===== src/rtl/histogram_bin_engine_macros.svh =====
// ---------------------------------------------------------------------------
// histogram_bin_engine assertion macros
// Shared concurrent assertion forms, clocked on clk_i, reset on rst_ni.
// ---------------------------------------------------------------------------
`ifndef HISTOGRAM_BIN_ENGINE_MACROS_SVH
`define HISTOGRAM_BIN_ENGINE_MACROS_SVH

// same-cycle implication
`define HBE_ASSERT_NOW(lbl, ante, cons, msg) \
  lbl: assert property (@(posedge clk_i) disable iff (!rst_ni) (ante) |-> (cons)) \
    else $error(msg);

// next-cycle implication
`define HBE_ASSERT_NXT(lbl, ante, cons, msg) \
  lbl: assert property (@(posedge clk_i) disable iff (!rst_ni) (ante) |=> (cons)) \
    else $error(msg);

`endif


===== src/rtl/hbe_pkg.sv =====
// ---------------------------------------------------------------------------
// hbe_pkg
// Types and fixed field widths of the histogram bin engine.
// ---------------------------------------------------------------------------
`default_nettype none

package hbe_pkg;

  localparam int OP_W       = 3;
  localparam int BIN_W      = 8;
  localparam int OPERAND_W  = 48;
  localparam int TOTAL_W    = 56;
  localparam int NZ_W       = 9;
  localparam int PEAK_BIN_W = 8;
  localparam int PEAK_W     = 48;
  localparam int CHUNK_W    = 16;
  localparam int MUL_STEPS  = OPERAND_W / CHUNK_W;

  typedef enum logic [OP_W-1:0] {
    OP_CLEAR  = 3'd0,
    OP_ACC    = 3'd1,
    OP_OFFSET = 3'd2,
    OP_SCALE  = 3'd3,
    OP_DIV    = 3'd4,
    OP_REPORT = 3'd5
  } op_e;

  typedef enum logic [1:0] {
    ALU_ADD,
    ALU_MUL,
    ALU_DIV
  } alu_e;

  typedef enum logic [3:0] {
    S_INIT,
    S_IDLE,
    S_DEC,
    S_CLR,
    S_RD,
    S_EX,
    S_WAIT,
    S_WR,
    S_RESP
  } state_e;

  typedef struct packed {
    logic load;
    logic idx_clr;
    logic idx_inc;
    logic we;
    logic wzero;
    logic alu_start;
    logic stat_clr;
    logic stat_acc;
    logic resp_load;
  } cmd_t;

  typedef struct packed {
    op_e  op;
    logic reject;
    logic last;
    logic alu_done;
    logic out_busy;
  } stat_t;

endpackage

`default_nettype wire


===== src/rtl/hbe_ctrl.sv =====
// ---------------------------------------------------------------------------
// hbe_ctrl
// Sequencer: clearing pass, per-op bin walk, ALU handoff and response.
// ---------------------------------------------------------------------------
`default_nettype none
`include "histogram_bin_engine_macros.svh"

module hbe_ctrl (
  input  wire logic           clk_i,
  input  wire logic           rst_ni,
  input  wire logic           in_valid_i,
  output logic                in_ready_o,
  input  wire hbe_pkg::stat_t st_i,
  output hbe_pkg::cmd_t       cmd_o
);

  hbe_pkg::state_e state_q, state_d;

  always_ff @(posedge clk_i or negedge rst_ni) begin
    if (!rst_ni) begin
      state_q <= hbe_pkg::S_INIT;
    end else begin
      state_q <= state_d;
    end
  end

  always_comb begin
    state_d    = state_q;
    cmd_o      = '0;
    in_ready_o = 1'b0;
    unique case (state_q)
      hbe_pkg::S_INIT: begin
        cmd_o.we    = 1'b1;
        cmd_o.wzero = 1'b1;
        if (st_i.last) begin
          cmd_o.idx_clr = 1'b1;
          state_d       = hbe_pkg::S_IDLE;
        end else begin
          cmd_o.idx_inc = 1'b1;
        end
      end
      hbe_pkg::S_IDLE: begin
        in_ready_o = 1'b1;
        if (in_valid_i) begin
          cmd_o.load    = 1'b1;
          cmd_o.idx_clr = 1'b1;
          state_d       = hbe_pkg::S_DEC;
        end
      end
      hbe_pkg::S_DEC: begin
        priority case (st_i.op)
          hbe_pkg::OP_CLEAR:  state_d = hbe_pkg::S_CLR;
          hbe_pkg::OP_ACC,
          hbe_pkg::OP_DIV:    state_d = st_i.reject ? hbe_pkg::S_RESP : hbe_pkg::S_RD;
          hbe_pkg::OP_OFFSET,
          hbe_pkg::OP_SCALE:  state_d = hbe_pkg::S_RD;
          hbe_pkg::OP_REPORT: begin
            cmd_o.stat_clr = 1'b1;
            state_d        = hbe_pkg::S_RD;
          end
          default:            state_d = hbe_pkg::S_RESP;
        endcase
      end
      hbe_pkg::S_CLR: begin
        cmd_o.we    = 1'b1;
        cmd_o.wzero = 1'b1;
        if (st_i.last) begin
          state_d = hbe_pkg::S_RESP;
        end else begin
          cmd_o.idx_inc = 1'b1;
        end
      end
      hbe_pkg::S_RD: begin
        state_d = hbe_pkg::S_EX;
      end
      hbe_pkg::S_EX: begin
        if (st_i.op == hbe_pkg::OP_REPORT) begin
          cmd_o.stat_acc = 1'b1;
          if (st_i.last) begin
            state_d = hbe_pkg::S_RESP;
          end else begin
            cmd_o.idx_inc = 1'b1;
            state_d       = hbe_pkg::S_RD;
          end
        end else begin
          cmd_o.alu_start = 1'b1;
          state_d         = hbe_pkg::S_WAIT;
        end
      end
      hbe_pkg::S_WAIT: begin
        if (st_i.alu_done) begin
          state_d = hbe_pkg::S_WR;
        end
      end
      hbe_pkg::S_WR: begin
        cmd_o.we = 1'b1;
        if (st_i.op == hbe_pkg::OP_ACC || st_i.last) begin
          state_d = hbe_pkg::S_RESP;
        end else begin
          cmd_o.idx_inc = 1'b1;
          state_d       = hbe_pkg::S_RD;
        end
      end
      hbe_pkg::S_RESP: begin
        if (!st_i.out_busy) begin
          cmd_o.resp_load = 1'b1;
          state_d         = hbe_pkg::S_IDLE;
        end
      end
      default: begin
        state_d = hbe_pkg::S_IDLE;
      end
    endcase
  end

  `HBE_ASSERT_NOW(a_resp_no_overwrite, cmd_o.resp_load, !st_i.out_busy, "result overwritten")
  `HBE_ASSERT_NXT(a_accept_decodes, in_valid_i && in_ready_o, state_q == hbe_pkg::S_DEC, "accepted request not decoded")
  `HBE_ASSERT_NXT(a_acc_single_bin, state_q == hbe_pkg::S_WR && st_i.op == hbe_pkg::OP_ACC, state_q == hbe_pkg::S_RESP, "accumulate walked past its bin")

endmodule

`default_nettype wire


===== config.mk =====
export PLATFORM = sky130hd
export DESIGN_NAME = hbe_ctrl
export DESIGN_NICKNAME = d
export VERILOG_FILES = /design/src/rtl/hbe_pkg.sv /design/src/rtl/hbe_ctrl.sv
export VERILOG_INCLUDE_DIRS = /design/src /design/src/rtl
export SDC_FILE = /design/constraint.sdc
export NUM_CORES = 1
export LEC_CHECK = 0
export ABC_AREA = 0
export BUFFER_PORTS_ARGS = -buffer_cell sky130_fd_sc_hd__buf_2
export CELL_PAD_IN_SITES_DETAIL_PLACEMENT = 2
export CELL_PAD_IN_SITES_GLOBAL_PLACEMENT = 2
export CORE_MARGIN = 2
export CORE_UTILIZATION = 25
export CTS_CLUSTER_DIAMETER = 200
export DETAILED_ROUTE_END_ITERATION = 10
export GPL_TIMING_DRIVEN = 0
export MAX_ROUTING_LAYER = met4
export PLACE_DENSITY = 0.73
export SLEW_MARGIN = 20
export SYNTH_ARGS = -nofsm -noshare
export SYNTH_HDL_FRONTEND = slang
export SYNTH_SLANG_ARGS = --single-unit

===== constraint.sdc =====
create_clock -name clk_i -period 1.55 [get_ports clk_i]
set_input_delay 0.0775 -clock clk_i [delete_from_list [all_inputs] [get_ports clk_i]]
set_output_delay 0.0775 -clock clk_i [all_outputs]
set_load 0.01 [all_outputs]

# --- Yosys cells after proc, flatten, opt, wreduce, memory -nomap -nowiden ---
# Index checks and enable logic that the tools add are counted.
totals:
  ff_bits: 4
  input_bits: 10
op_classes:
  eq_ne: 18
  muxes: 29
  reduce_logical: 8
op_table:
  columns: ["cell", "n"]
  rows:
  - ["$mux 4", 9]
  - ["$pmux 4 s9", 1]
  - ["$eq 4x3->1 const B", 4]
  - ["$mux 1", 15]
  - ["$pmux 4 s3", 1]
  - ["$ne 2x2->1 const B", 5]
  - ["$eq 4x2->1 const B", 2]
  - ["$eq 3x2->1 const B", 2]
  - ["$eq 3x3->1 const B", 2]
  - ["$reduce_or 3->1", 2]
  - ["$reduce_and 5->1", 1]
  - ["$eq 4x1->1 const B", 1]
  - ["$eq 4x4->1 const B", 1]
  - ["$logic_not 4->1", 1]
  - ["$reduce_or 2->1", 2]
  - ["$eq 3x1->1 const B", 1]
  - ["$logic_not 3->1", 1]
  - ["$pmux 1 s3", 1]
  - ["$mux 2", 1]
  - ["$pmux 1 s2", 1]
  - ["$logic_or 1x1->1", 1]

# --- Logic depth before layout (Yosys ltp) ---
depth:
  ltp_word: 4
  depth_mapped: 6
  mapped_depth_nobuf: 5

# --- Least setup slack after synthesis ---
# Ideal clock, no wire load.
synth_timing:
  kind: "register -> register"
  startpoint: "register state_q[0]"
  endpoint: "register state_q[1]"
  setup_ns: 0.122
  arrival_time_ns: 1.185
  required_time_ns: 1.428
  slack_ns: 0.243
  path_stages_with_launch: 6
  period_less_slack_ns: 1.307
  path_cell_list: "dfrtp_1 -> clkbuf_8 -> or2_1 -> a21oi_2 -> nor4_4 -> a32o_1"
synth_via:
  elab_chain_cells: 3
  elab_cells_between_ends: 16
  cone_classes: "eq/ne: 13; mux: 1; reduce/logical: 2"
synth_rtl:
  columns: ["element", "line_no", "text"]
  rows:
  - ["start: declaration", "hbe_ctrl.sv:17", "hbe_pkg::state_e state_q, state_d;"]
  - ["start signal: assignment", "hbe_ctrl.sv:21", "state_q <= hbe_pkg::S_INIT;"]
  - ["start signal: assignment", "hbe_ctrl.sv:23", "state_q <= state_d;"]
  - ["$eq 4x2->1, or another cell as far along", "hbe_ctrl.sv:31", "unique case (state_q)"]
  - ["$ne 2x2->1 (no line)", null, null]
  - ["$reduce_and 5->1 (no line)", null, null]
# Parallel ways exist; a longest one is shown, timed or not.
# A chain may end at the register's enable or synchronous reset.

==> metrics.cfg <==
[placed_design]
dp_hpwl_mm = 1.54
post-place-cells = 123
io_buffers = 19
place_ws_ps = 66.0
gp_congestion = 0.783

[floorplanning]
initial_utilization_pct = 26.1
die_w_um = 51.6
die_area_mm2 = 0.00266
io_pins = 20
std_cell_rows = 17
die_y_um = 51.6
core_mm2 = 0.00217

[routing]
drt_iter0_markers = 4
viasPerCell = 5.21
drc = 0
wl_per_cell_um = 17.3
final_antenna_net_count = 0
routed_wirelength_mm = 2.34
first_pass_iters = 4
vias = 703

[finish]
utilization_pct = 40.0
final_cell_mix = 18 x buf_2, 8 x buf_4, 7 x nand2_1, 7 x nor2_1
largest_reg_flops = 4
diodes = 0
mostFrequentLayoutCell = buf_2
final_nets = 119
regMostFlops = state_q
stdcell_count = 135
area_growth_syn_to_layout_pct = 53.3
drive_above_1_share_pct = 49.5
largestRegisters = state_q (4)

[global_routing]
grt_usage_pct = 20.0
grt_first_pass_wirelength_mm = 3.74
grt_max_degree = 11
gr-total-overflow = 0
antenna_found_initial = 0
grt_pass1_vias = 759

[cts]
cts_root_buf = clkbuf_4
htree_levels = 1
clock-sinks = 4
clkTransAtPathRegs_ps = 40
clk_path_buf_depth = 2
clock_latency_ps = 240
cts_made_buffers = 3
cts_tree = built

[worst_setup_path]
cp-start-kind = register
crit_required_ps = 1470
arrival_ps = 1510
crit_path_end_kind = primary output
r2r_cells = 5
crit_fanout = 6
path_class = register to primary output

[pwr]
p_seq_share_pct = 11.7
powerDensity_mw_per_mm2 = 1990
switching_share_pct = 47.9
p_sw_mw = 0.827
p_int_mw = 0.901
ir_drop_v = 0.000786
pwr-share-comb_pct = 80.3
leakage_nw = 0.397
pwr-share-clk_pct = 8.0

[yosys]
synth-async-reset-ratio_pct = 100
syn-num-nets = 86
yosys.area.top_type = dfrtp_1
ys.flop_type = dfrtp_1
synth_cells = 76
synthTopCellsByArea = dfrtp_1 18%, o21ai_0 7.1%, nor2_1 6.0%
yosys_warnings = 0
synth.avg_cell_area_um2 = 7.44
yosysSeqAreaShare_pct = 17.7
synth_edf_count = 0
yosysTopAreaCellShare_pct = 17.7
ys_seq_elements = 4
synth_cell_types = 34
synth_area_um2 = 566

[timing]
slew_violations = 0
worst_pin_slew_ps = 299
finalSetupViolCount = 1
max_freq_ghz = 0.628
timing.final.crit_period_ps = 1590
rsz0062_at_grt = true
hold_viol_final = 0
relSlewSlack_pct = 79.9
fin_skew_ps = 4.99
period_share_pct = 103
fin_ws_ps = -42.5

[flow_run]
drv_cap = 0

[run_status]
outcome = finished, violations left
violations = negative setup slack

[worst_hold_path]
hp-class = input pin to async pin

==> cells by family after synthesis <==
family,after synthesis,synth area share [%]
compound gates,20,24.1
buf+inv,9,10.4
flops,4,17.7
mux,1,1.77
simple gates,42,46.0
==> worst max-delay path, cell delays in order (launching register included) <==
cell and delay (ps):
dfrtp_2 440, nand2b_4 180, or3_4 350, a31oi_4 190
buf_6 120
==> layer usage <==
metal  GRT usage (%)  wire length (µm)
met1            22.3              1000
met2            36.1              1230
met3            1.72                59
met4            9.21                42
met5               -                 0
==> cell type report <==
type	instances	area, µm²
buffer	4	47.5
multi-input combinational	63	458
tap	28	35.0
timing repair buffer	28	184
sequential	4	101
clock buffer	3	22.5
inverter	5	18.8
fill	269	1300
==> Yosys cell counts, drive strengths merged, types with 3 or more instances <==
library cell	n
o21ai	8
nor2	9
o221ai	3
nand2b	3
dfrtp	4
nor3	5
nand2	7
nor2b	3
a21oi	5
nor4	3
inv	5
==> power by group through the flow <==
stage / sequential [mW] / combinational [mW] / clock, mW
4_1_cts: 0.198 / 1.29 / 0.137
3_5_place_dp: 0.193 / 1.05 / 0
5_1_grt: 0.210 / 1.51 / 0.148
6_report: 0.203 / 1.39 / 0.138
3_3_place_gp: 0.190 / 1.03 / 0
2_1_floorplan: 0.181 / 0.754 / 0
==> stage by stage <==
step | instance area [µm²] | total power [mW] | TNS [ps] | hold slack [ps]
after floorplan | 566 | 0.935 | 0 | -218
after global placement | 696 | 1.22 | 0 | -119
after detailed placement | 696 | 1.24 | 0 | -113
after CTS | 818 | 1.62 | 0 | 164
after global routing | 867 | 1.87 | -426 | 191
final | 867 | 1.73 | -42.5 | 173
==> final timing paths <==
kind | start | end | slack, ps
setup / recovery | state_q[1] | cmd_o[6] | -40
hold / removal | rst_ni | state_q[3] | 170
setup reg to reg | state_q[2] | state_q[0] | 10
hold reg to reg | state_q[0] | state_q[0] | 770
max in group asynchronous | rst_ni | state_q[1] | 1230
min in group clk_i | st_i[0] | state_q[3] | 190
==> what timing repair did <==
action / CTS / global route
pin swaps: 3 / 2
resized for setup: 8 / 10
cloned: 0 / 0
buffers inserted: 6 / 2
hold buffers: 1 / 0
setup endpoints to repair: 2 / 9
endpoints found under the hold margin: 4 / 0
No activity file was read; power rests on OpenSTA's default activity.
